`src/hw/rtl/mavd_pkg.sv`:
```
`timescale 1ns / 1ps
// ----------------------------------------------------------------------------
// MessagePack address/value map decoder package
// Shared types and constants for the map decoder and its testbench.
// ----------------------------------------------------------------------------
package mavd_pkg;

    typedef enum logic [2:0] {
        PH_HEADER   = 3'd0,
        PH_KEYHDR   = 3'd1,
        PH_KEYBYTES = 3'd2,
        PH_VALHDR   = 3'd3,
        PH_VALBYTES = 3'd4,
        PH_DONE     = 3'd5
    } t_phase;

    localparam logic [7:0] MAP_HDR     = 8'h82;
    localparam logic [7:0] FIXSTR_MASK = 8'hE0;
    localparam logic [7:0] FIXSTR_TAG  = 8'hA0;
    localparam logic [7:0] TYPE_U8     = 8'hCC;
    localparam logic [7:0] TYPE_U16    = 8'hCD;
    localparam logic [7:0] TYPE_U32    = 8'hCE;

    localparam logic [4:0] KEY_POS_MAX = 5'd31;
    localparam logic [2:0] SEEN_MIN    = 3'd4;

    localparam logic [7:0] ADDR_TEXT [4] = '{8'h61, 8'h64, 8'h64, 8'h72};
    localparam logic [7:0] VAL_TEXT  [3] = '{8'h76, 8'h61, 8'h6C};

endpackage

```
`src/hw/rtl/mavd_if.sv`:
```
`timescale 1ns / 1ps
// ----------------------------------------------------------------------------
// MessagePack map decoder channels
// Valid/ready channels for payload bytes in and decode results out.
// ----------------------------------------------------------------------------
interface mavd_req_if;
    logic       valid;
    logic       ready;
    logic [7:0] data_byte;
    logic       last_byte;

    modport source (output valid, output data_byte, output last_byte, input ready);
    modport sink   (input valid, input data_byte, input last_byte, output ready);
endinterface

interface mavd_rsp_if;
    logic        valid;
    logic        ready;
    logic        ok;
    logic [15:0] address;
    logic [7:0]  value;

    modport source (output valid, output ok, output address, output value, input ready);
    modport sink   (input valid, input ok, input address, input value, output ready);
endinterface

```
`src/hw/rtl/msgpack_addr_val_map_decoder.sv`:
```
`timescale 1ns / 1ps
// The result is registered and appears in the cycle after the request that carries the last byte.
// Throughput: one payload byte per cycle, unless a waiting result stalls the request side.
// A waiting result blocks new bytes only in cycles where the response side is not ready.
// Reset clears the parser to expect a map header and empties the result register.
// ----------------------------------------------------------------------------
// MessagePack address/value map decoder
// Parses a fixmap of two pairs and reports the addr and val entries.
// ----------------------------------------------------------------------------
module msgpack_addr_val_map_decoder (
    input  logic            i_clk,
    input  logic            i_rst_n,
    mavd_req_if.sink        i_req,
    mavd_rsp_if.source      o_rsp
);

    mavd_pkg::t_phase r_phase, n_phase;
    logic        r_pair_index, n_pair_index;
    logic [4:0]  r_key_left, n_key_left;
    logic [4:0]  r_key_pos, n_key_pos;
    logic        r_could_addr, n_could_addr;
    logic        r_could_val, n_could_val;
    logic [2:0]  r_val_left, n_val_left;
    logic [15:0] r_val_shift, n_val_shift;
    logic [2:0]  r_bytes_seen, n_bytes_seen;
    logic        r_have_addr, n_have_addr;
    logic        r_have_val, n_have_val;
    logic [15:0] r_held_addr, n_held_addr;
    logic [7:0]  r_held_val, n_held_val;
    logic        r_failed, n_failed;

    logic        r_out_valid;
    logic        r_ok;
    logic [15:0] r_address;
    logic [7:0]  r_value;

    logic        w_acc;
    logic        w_fin;
    logic [15:0] w_fin_val;
    logic        w_ok;
    logic [7:0]  w_b;

    assign i_req.ready = !r_out_valid || o_rsp.ready;
    assign w_acc       = i_req.valid && i_req.ready;
    assign w_b         = i_req.data_byte;

    always_comb begin
        n_phase      = r_phase;
        n_pair_index = r_pair_index;
        n_key_left   = r_key_left;
        n_key_pos    = r_key_pos;
        n_could_addr = r_could_addr;
        n_could_val  = r_could_val;
        n_val_left   = r_val_left;
        n_val_shift  = r_val_shift;
        n_bytes_seen = r_bytes_seen;
        n_have_addr  = r_have_addr;
        n_have_val   = r_have_val;
        n_held_addr  = r_held_addr;
        n_held_val   = r_held_val;
        n_failed     = r_failed;
        w_fin        = 1'b0;
        w_fin_val    = 16'd0;
        if (r_bytes_seen < mavd_pkg::SEEN_MIN) begin
            n_bytes_seen = r_bytes_seen + 3'd1;
        end
        if (!r_failed) begin
            unique case (r_phase)
                mavd_pkg::PH_HEADER: begin
                    if (w_b != mavd_pkg::MAP_HDR) begin
                        n_failed = 1'b1;
                    end else begin
                        n_phase = mavd_pkg::PH_KEYHDR;
                    end
                end
                mavd_pkg::PH_KEYHDR: begin
                    if ((w_b & mavd_pkg::FIXSTR_MASK) != mavd_pkg::FIXSTR_TAG) begin
                        n_failed = 1'b1;
                    end else begin
                        n_key_left   = w_b[4:0];
                        n_key_pos    = 5'd0;
                        n_could_addr = 1'b1;
                        n_could_val  = 1'b1;
                        if (w_b[4:0] == 5'd0) begin
                            n_could_addr = 1'b0;
                            n_could_val  = 1'b0;
                            n_phase      = mavd_pkg::PH_VALHDR;
                        end else begin
                            n_phase = mavd_pkg::PH_KEYBYTES;
                        end
                    end
                end
                mavd_pkg::PH_KEYBYTES: begin
                    if (r_key_pos < 5'd4) begin
                        if (w_b != mavd_pkg::ADDR_TEXT[r_key_pos[1:0]]) begin
                            n_could_addr = 1'b0;
                        end
                    end else if (r_key_pos == 5'd4) begin
                        if (w_b != 8'd0) begin
                            n_could_addr = 1'b0;
                        end
                    end
                    if (r_key_pos < 5'd3) begin
                        if (w_b != mavd_pkg::VAL_TEXT[r_key_pos[1:0]]) begin
                            n_could_val = 1'b0;
                        end
                    end else if (r_key_pos == 5'd3) begin
                        if (w_b != 8'd0) begin
                            n_could_val = 1'b0;
                        end
                    end
                    if (r_key_pos < mavd_pkg::KEY_POS_MAX) begin
                        n_key_pos = r_key_pos + 5'd1;
                    end
                    n_key_left = r_key_left - 5'd1;
                    if (n_key_left == 5'd0) begin
                        if (n_key_pos < 5'd4) begin
                            n_could_addr = 1'b0;
                        end
                        if (n_key_pos < 5'd3) begin
                            n_could_val = 1'b0;
                        end
                        n_phase = mavd_pkg::PH_VALHDR;
                    end
                end
                mavd_pkg::PH_VALHDR: begin
                    n_val_shift = 16'd0;
                    if (!w_b[7]) begin
                        w_fin     = 1'b1;
                        w_fin_val = {8'd0, w_b};
                    end else if (w_b == mavd_pkg::TYPE_U8) begin
                        n_val_left = 3'd1;
                        n_phase    = mavd_pkg::PH_VALBYTES;
                    end else if (w_b == mavd_pkg::TYPE_U16) begin
                        n_val_left = 3'd2;
                        n_phase    = mavd_pkg::PH_VALBYTES;
                    end else if (w_b == mavd_pkg::TYPE_U32) begin
                        n_val_left = 3'd4;
                        n_phase    = mavd_pkg::PH_VALBYTES;
                    end else begin
                        n_failed = 1'b1;
                    end
                end
                mavd_pkg::PH_VALBYTES: begin
                    n_val_shift = {r_val_shift[7:0], w_b};
                    n_val_left  = r_val_left - 3'd1;
                    if (n_val_left == 3'd0) begin
                        w_fin     = 1'b1;
                        w_fin_val = n_val_shift;
                    end
                end
                mavd_pkg::PH_DONE: begin
                end
                default: begin
                end
            endcase
        end
        if (w_fin) begin
            if (r_could_addr) begin
                n_held_addr = w_fin_val;
                n_have_addr = 1'b1;
            end
            if (r_could_val) begin
                n_held_val = w_fin_val[7:0];
                n_have_val = 1'b1;
            end
            if (!r_pair_index) begin
                n_pair_index = 1'b1;
                n_phase      = mavd_pkg::PH_KEYHDR;
            end else begin
                n_phase = mavd_pkg::PH_DONE;
            end
        end
    end

    always_comb begin
        w_ok = !n_failed && (n_phase == mavd_pkg::PH_DONE) && n_have_addr && n_have_val
            && (n_bytes_seen >= mavd_pkg::SEEN_MIN);
    end

    always_ff @(posedge i_clk) begin
        if (!i_rst_n || (w_acc && i_req.last_byte)) begin
            r_phase      <= mavd_pkg::PH_HEADER;
            r_pair_index <= 1'b0;
            r_key_left   <= 5'd0;
            r_key_pos    <= 5'd0;
            r_could_addr <= 1'b0;
            r_could_val  <= 1'b0;
            r_val_left   <= 3'd0;
            r_val_shift  <= 16'd0;
            r_bytes_seen <= 3'd0;
            r_have_addr  <= 1'b0;
            r_have_val   <= 1'b0;
            r_held_addr  <= 16'd0;
            r_held_val   <= 8'd0;
            r_failed     <= 1'b0;
        end else if (w_acc) begin
            r_phase      <= n_phase;
            r_pair_index <= n_pair_index;
            r_key_left   <= n_key_left;
            r_key_pos    <= n_key_pos;
            r_could_addr <= n_could_addr;
            r_could_val  <= n_could_val;
            r_val_left   <= n_val_left;
            r_val_shift  <= n_val_shift;
            r_bytes_seen <= n_bytes_seen;
            r_have_addr  <= n_have_addr;
            r_have_val   <= n_have_val;
            r_held_addr  <= n_held_addr;
            r_held_val   <= n_held_val;
            r_failed     <= n_failed;
        end
    end

    always_ff @(posedge i_clk) begin
        if (!i_rst_n) begin
            r_out_valid <= 1'b0;
        end else if (w_acc && i_req.last_byte) begin
            r_out_valid <= 1'b1;
        end else if (o_rsp.ready) begin
            r_out_valid <= 1'b0;
        end
    end

    always_ff @(posedge i_clk) begin
        if (w_acc && i_req.last_byte) begin
            r_ok      <= w_ok;
            r_address <= w_ok ? n_held_addr : 16'd0;
            r_value   <= w_ok ? n_held_val : 8'd0;
        end
    end

    assign o_rsp.valid   = r_out_valid;
    assign o_rsp.ok      = r_ok;
    assign o_rsp.address = r_address;
    assign o_rsp.value   = r_value;

    a_last_restarts: assert property (@(posedge i_clk) disable iff (!i_rst_n)
        w_acc && i_req.last_byte |=> r_phase == mavd_pkg::PH_HEADER && !r_failed
            && !r_pair_index)
        else $error("Parser did not restart after the last byte.");

    a_last_gives_result: assert property (@(posedge i_clk) disable iff (!i_rst_n)
        w_acc && i_req.last_byte |=> r_out_valid)
        else $error("Last byte produced no result.");

    a_fail_zeroes: assert property (@(posedge i_clk) disable iff (!i_rst_n)
        r_out_valid && !r_ok |-> r_address == 16'd0 && r_value == 8'd0)
        else $error("Failed result carries nonzero fields.");

    a_done_second_pair: assert property (@(posedge i_clk) disable iff (!i_rst_n)
        r_phase == mavd_pkg::PH_DONE |-> r_pair_index)
        else $error("Parser finished before the second pair.");

endmodule

```
`src/flat_wrapper.sv`:
```
// flat-port wrapper written by rule: the top's interface ports become plain ports
module msgpack_addr_val_map_decoder_flat 
  (i_clk, i_rst_n, i_req_valid, i_req_data_byte, i_req_last_byte, i_req_ready, o_rsp_valid, o_rsp_ok, o_rsp_address, o_rsp_value, o_rsp_ready);
  mavd_req_if i_req_i ();
  mavd_rsp_if o_rsp_i ();
  input  logic i_clk;
  input  logic i_rst_n;
  input wire logic [$bits(i_req_i.valid)-1:0] i_req_valid;
  input wire logic [$bits(i_req_i.data_byte)-1:0] i_req_data_byte;
  input wire logic [$bits(i_req_i.last_byte)-1:0] i_req_last_byte;
  output wire logic [$bits(i_req_i.ready)-1:0] i_req_ready;
  output wire logic [$bits(o_rsp_i.valid)-1:0] o_rsp_valid;
  output wire logic [$bits(o_rsp_i.ok)-1:0] o_rsp_ok;
  output wire logic [$bits(o_rsp_i.address)-1:0] o_rsp_address;
  output wire logic [$bits(o_rsp_i.value)-1:0] o_rsp_value;
  input wire logic [$bits(o_rsp_i.ready)-1:0] o_rsp_ready;
  assign i_req_i.valid = i_req_valid;
  assign i_req_i.data_byte = i_req_data_byte;
  assign i_req_i.last_byte = i_req_last_byte;
  assign i_req_ready = i_req_i.ready;
  assign o_rsp_valid = o_rsp_i.valid;
  assign o_rsp_ok = o_rsp_i.ok;
  assign o_rsp_address = o_rsp_i.address;
  assign o_rsp_value = o_rsp_i.value;
  assign o_rsp_i.ready = o_rsp_ready;
  msgpack_addr_val_map_decoder u_core (.i_clk(i_clk), .i_rst_n(i_rst_n), .i_req(i_req_i), .o_rsp(o_rsp_i));
endmodule
```
`config.mk`:
```
export PLATFORM = sky130hd
export DESIGN_NAME = msgpack_addr_val_map_decoder_flat
export DESIGN_NICKNAME = d
export VERILOG_FILES = /design/src/hw/rtl/mavd_pkg.sv /design/src/hw/rtl/mavd_if.sv /design/src/hw/rtl/msgpack_addr_val_map_decoder.sv /design/src/flat_wrapper.sv
export SDC_FILE = /design/constraint.sdc
export NUM_CORES = 1
export LEC_CHECK = 0
export BUFFER_PORTS_ARGS = -buffer_cell sky130_fd_sc_hd__buf_2
export CAP_MARGIN = 20
export CORE_AREA = 4 4 102 104
export DETAILED_ROUTE_END_ITERATION = 10
export DIE_AREA = 0 0 106 108
export HOLD_SLACK_MARGIN = 0.03
export PLACE_DENSITY_LB_ADDON = 0.15
export RECOVER_POWER = 25
export SYNTH_ARGS = -nofsm -noshare
export SYNTH_HDL_FRONTEND = slang
export SYNTH_SLANG_ARGS = --single-unit
```
`constraint.sdc`:
```
create_clock -name i_clk -period 2.3 [get_ports i_clk]
set_input_delay 0.69 -clock i_clk [delete_from_list [all_inputs] [get_ports i_clk]]
set_output_delay 0.69 -clock i_clk [all_outputs]
set_load 0.01 [all_outputs]
```
# == Word level (Yosys, flattened, before mapping) ==
# Cells that the tools add are included.
# op_classes
addsub,4
magnitude_cmp,8
bitwise,2
eq_ne,17
mux,74
n_reduce_logical,23
# ops
op,n
$mux W16,4
$mux W8,6
$mux W3,15
$bmux W8 S2,2
$pmux W16 S2,1
$mux W1,31
$mux W5,5
$eq A8 B8 Y1 const B,3
$pmux W5 S2,2
$ne A8 B8 Y1,2
$pmux W8 S2,1
$pmux W3 S4,1
$logic_not A5 Y1,2
$lt A5 B2 Y1 const B,2
$lt A5 B3 Y1 const B,2
$ne A8 B8 Y1 const B,1
$reduce_bool A8 Y1,1
$mux W7,1
$eq A3 B2 Y1 const B,2
$eq A3 B3 Y1 const B,2
$ge A3 B3 Y1 const B,2
$logic_and A1 B1 Y1,6
$logic_not A3 Y1,2
$pmux W1 S2,3
23 further kinds,29
# word_totals
wordCells,146
register_bits,83
input_bits,13
output_inout_bits,27

# == Depth between registers and ports, before layout ==
# logic_depth
ltp_word,13
depth_mapped,9
ltp_nobuf,8

# == Worst setup path after synthesis ==
# Ideal clock, no wire load.
# synth_timing
path_kind,input to register
startpoint,in i_req_data_byte[7]
endpoint,"reg u_core.r_value[4], in the netlist u_core.o_rsp.value[4] (data pin)"
required_ps,2046
t_arrival_ps,2130
slack_ps,-84
setup_ps,254
n_path_buf,2
stages,8
cell_sequence,buf_4 and3b_1 nor3b_2 a2111oi_0 a31oi_1 o211ai_4 buf_6 nor2_1
# synth_via
elab_chain_cells,13
elab_cells_between_ends,38
classes_between,6 x eq/ne; 27 x mux; 5 x reduce/logical
# synth_rtl
item,line,text
"start, declared",flat_wrapper.sv:9,input wire logic [$bits(i_req_i.data_byte)-1:0] i_req_data_byte;
$eq A8 B8 Y1,msgpack_addr_val_map_decoder.sv:137,end else if (w_b == mavd_pkg::TYPE_U32) begin
$mux W3,msgpack_addr_val_map_decoder.sv:137,
$mux W3,msgpack_addr_val_map_decoder.sv:134,end else if (w_b == mavd_pkg::TYPE_U16) begin
$mux W3,msgpack_addr_val_map_decoder.sv:131,end else if (w_b == mavd_pkg::TYPE_U8) begin
$mux W3,msgpack_addr_val_map_decoder.sv:128,if (!w_b[7]) begin
$pmux W3 S4,msgpack_addr_val_map_decoder.sv:68,unique case (r_phase)
$mux W3,msgpack_addr_val_map_decoder.sv:67,if (!r_failed) begin
$mux W3,msgpack_addr_val_map_decoder.sv:158,if (w_fin) begin
$eq A3 B3 Y1,msgpack_addr_val_map_decoder.sv:177,w_ok = !n_failed && (n_phase == mavd_pkg::PH_DONE) && n_have_addr && n_have_val
$logic_and A1 B1 Y1 (3 in series),msgpack_addr_val_map_decoder.sv:177,
$logic_and A1 B1 Y1,msgpack_addr_val_map_decoder.sv:178,&& (n_bytes_seen >= mavd_pkg::SEEN_MIN);
"end signal, assigned",msgpack_addr_val_map_decoder.sv:229,r_value <= w_ok ? n_held_val : 8'd0;
"end, declared",msgpack_addr_val_map_decoder.sv:35,logic [7:0] r_value;
# Several ways; a longest one is shown, not always the timed one.
# A chain may end at the register's enable or synchronous reset.

# == Final worst setup path ==
# layout_timing
startpoint,reg u_core.r_val_left[1]
endpoint,"reg u_core.r_value[5], in the netlist u_core.o_rsp.value[5] (data pin)"
# layout_via
elab_chain_cells,11
elab_cells_between_ends,18
classes_between,1 x add/sub; 1 x eq/ne; 11 x mux; 5 x reduce/logical
# layout_rtl
item,line,text
"start, declared",msgpack_addr_val_map_decoder.sv:23,"logic [2:0] r_val_left, n_val_left;"
"start signal, assigned",msgpack_addr_val_map_decoder.sv:204,r_val_left <= n_val_left;
$sub A3 B1 Y3 (*),msgpack_addr_val_map_decoder.sv:146,n_val_left = r_val_left - 3'd1;
$logic_not A3 Y1 (*),msgpack_addr_val_map_decoder.sv:147,if (n_val_left == 3'd0) begin
$mux W1,msgpack_addr_val_map_decoder.sv:147,
$pmux W1 S2,msgpack_addr_val_map_decoder.sv:68,
$mux W1,msgpack_addr_val_map_decoder.sv:67,
$mux W3,msgpack_addr_val_map_decoder.sv:158,
$eq A3 B3 Y1,msgpack_addr_val_map_decoder.sv:177,
$logic_and A1 B1 Y1 (3 in series),msgpack_addr_val_map_decoder.sv:177,
$logic_and A1 B1 Y1,msgpack_addr_val_map_decoder.sv:178,
# Mark *: on every way between the ends. The rest lies on a longest branch, timed or not.

==> results.ini <==
[placement]
place_congestion = 0.902
portBuffers = 39
dp_slack_ns = -0.173
dp_hpwl_mm = 7.46
placed_area_mm2 = 0.00483

[clocking]
cts_buffers = 9
clockBufferDepth = 2
post-cts-setup-buffers = 0
clkTransAtPathRegs_ns = 0.09
insertion_delay_ns = 0.35
cts_root_buffer = clkbuf_8
cts_resized = 0
clock_sinks = 83
htree_levels = 3
cts_hold_buf = 0
cts_tree = done

[synth]
synth_edf_count = 25
synth_top_area_frac = 0.274
yosys.area.top_type = dfxtp_1
synthTopCellsByArea = dfxtp_1, edfxtp_1, nor2_1, a22oi_1, nand2_1
ys_ff_latch = 83
syn_inst = 471
ys.flop_type = dfxtp_1
synthArstFlopShare = 0
synth_nets = 493
synth_area_per_cell_um2 = 8.98
yosysSeqAreaShare = 0.452
yosysWarningCount = 0
synth_cell_type_count = 64
netlist_area_mm2 = 0.00423

[hold_path]
hp-class = reg2reg
hold_start = u_core.r_held_addr[2]

[timing]
final.setup.tns_ns = 0
hold_viol = 0
setup_violations = 0
period_share = 0.946
slew_headroom = 0.388
finalMaxSlewViolations = 0
fin_crit_ns = 2.17
fmax_ghz = 0.460
setup_slack_ns = 0.125
tightest_slew_ns = 0.911
skew_ns = 0.00978
rsz0062_at_grt = no

[grt]
grt_pass1_vias = 3511
grtUsageTotal = 0.189
grt_max_degree = 55
grt_pass1_wl_mm = 17.4
antenna_found_initial = 0
grt.overflow.total = 0

[pwr]
power.switching_mw = 0.736
pwr-share-clk = 0.373
p_int_mw = 2.14
comb_power_share = 0.088
p_per_area_mw_per_mm2 = 573
switching_share = 0.256
vdd_ir_drop_max_mv = 0.292
power_leakage_nw = 1.79
seq_power_share = 0.539
p_total_mw = 2.88

[final_layout]
fillerInstances = 914
drive_gt1_frac = 0.221
ff_latch_area_mm2 = 0.00191
multiInputGateArea_mm2 = 0.00216
final_util = 0.526
layout.nets = 560
antenna_cells = 0
area_growth_pct = 18.6
final_cell_area_mm2 = 0.00502

[run]
maxCapViolCount = 0

[drt]
wl_met1_mm = 4.63
wl_met2_mm = 4.80
drc = 0
wl_per_cell_um = 15.2
top_layer_used = met4
first_pass_iters = 4
totalWireLength_mm = 10.3
vias_per_cell = 5.37
ant_nets = 0
vias = 3629
dr_wl_met3_um = 458
dr.first_iter.drc_count = 214

[floorplan]
core_mm2 = 0.00955
dieArea_mm2 = 0.0114
ios = 40
die_h_um = 108
die_w_um = 106
start_util = 0.443
fp-row-count = 36

[worst_setup_path]
endpoint_kind = flip-flop
worst_setup_path_start_kind = flip-flop
regToRegStartpoint = u_core.r_val_left[1]
path_max_fanout = 25
cp.required_ns = 2.40
crit_arrival_ns = 2.28
crit_type = reg2reg
crit_path_start = u_core.r_val_left[1]

[outcome]
status = finished clean

[cell usage after synthesis, drive strengths merged, types with 3 or more instances]
master / n
nor2: 81
dfxtp: 58
nand2: 48
a21oi: 35
a22oi: 28
edfxtp: 25
o21ai: 18
nor3: 17
clkbuf: 16
mux2i: 15
and2: 13
buf: 13
nand3: 12
inv: 10
ha: 9
nand4: 6
a211oi: 5
nand2b: 5
xnor2: 5
or3: 4
a31oi: 3
nor4: 3
[cells by family after synthesis]
group	after synthesis	synth area share
adders and majority gates	9	0.0266
buffers and inverters	39	0.0476
muxes	15	0.0355
AOI/OAI and AO/OA	115	0.193
DFF	83	0.452
and+or+nand+nor	204	0.233
xor gates and xnor gates	6	0.0124
[stage by stage]
stage,std cells,hold WS (ns)
after floorplan,471,0.436
after global placement,660,0.441
after detailed placement,660,0.446
after CTS,676,0.457
after global routing,676,0.474
final,676,0.457
[cells in the final DEF, fill, tap and decap left out, types with 3 or more instances in the layout]
| master | synthesis | final |
|---|---|---|
| nor3_1 | 16 | 15 |
| nand2_1 | 48 | 48 |
| and2_1 | 13 | 12 |
| or3_1 | 4 | 4 |
| buf_4 | 3 | 43 |
| nor4_1 | 3 | 3 |
| nand3_1 | 12 | 12 |
| a21oi_1 | 35 | 35 |
| a211oi_1 | 5 | 5 |
| nand4_1 | 6 | 6 |
| clkbuf_8 | 0 | 9 |
| o21ai_0 | 17 | 17 |
| edfxtp_1 | 25 | 25 |
| ha_1 | 9 | 9 |
| dfxtp_1 | 58 | 56 |
| nor2_2 | 5 | 6 |
| nor2_1 | 74 | 73 |
| xnor2_1 | 5 | 4 |
| buf_2 | 4 | 34 |
| mux2i_1 | 15 | 15 |
| nand2b_1 | 5 | 5 |
| clkbuf_1 | 15 | 5 |
| inv_1 | 9 | 9 |
| a22oi_1 | 28 | 28 |
[area by class of cell]
| type | count | share of cell area |
|---|---|---|
| multi-input combinational | 349 | 0.430 |
| sequential | 83 | 0.381 |
| timing repair buffer | 85 | 0.108 |
| tap | 133 | 0.0332 |
| clock buffer | 9 | 0.0247 |
| clock inverter | 7 | 0.0150 |
| inverter | 10 | 0.00748 |
[worst paths after layout]
kind                                end  slack [ns]  depth (start not counted)
hold reg to reg   u_core.r_held_addr[2]        0.46                          2
setup reg to reg  u_core.o_rsp.value[5]        0.13                          9
hold / removal    u_core.r_held_addr[2]        0.46                          2
setup / recovery  u_core.o_rsp.value[5]        0.13                          9
[registers in the layout (all words and copies together) (netlist names), named ones only]
name                  count
u_core.r_phase            3
u_core.r_have_val         1
u_core.o_rsp.address     16
u_core.r_could_addr       1
u_core.r_val_left         3
u_core.o_rsp.valid        1
u_core.r_key_left         5
u_core.r_failed           1
u_core.r_could_val        1
u_core.r_have_addr        1
u_core.o_rsp.value        8
u_core.o_rsp.ok           1
u_core.r_held_addr       16
u_core.r_val_shift        8
u_core.r_pair_index       1
u_core.r_held_val         8
u_core.r_bytes_seen       2
u_core.r_key_pos          5
[worst max-delay path, stage by stage (launching register included)]
cell,delay [ns]
dfxtp_1,0.33
inv_1,0.06
ha_1,0.23
xnor2_2,0.22
a32oi_4,0.20
or2_1,0.27
a41o_1,0.25
o211ai_4,0.10
buf_12,0.19
nor2_1,0.07
[layer usage]
metal / GRT usage / up-vias
met2: 0.313 / 91
met5: 0 / -
met4: 0.0768 / 0
met3: 0.0394 / 25
met1: 0.241 / 1693
li1: - / 1820
[power groups by stage]
stage          registers [mW]  clock network, mW  logic (mW)
6_report                 1.55               1.07       0.253
2_1_floorplan            1.59                  0       0.147
5_1_grt                  1.56               1.17       0.278
4_1_cts                  1.55               1.12       0.259
3_3_place_gp             1.58                  0       0.257
3_5_place_dp             1.58                  0       0.258
Note: power is estimated with default switching activity, not from simulation.
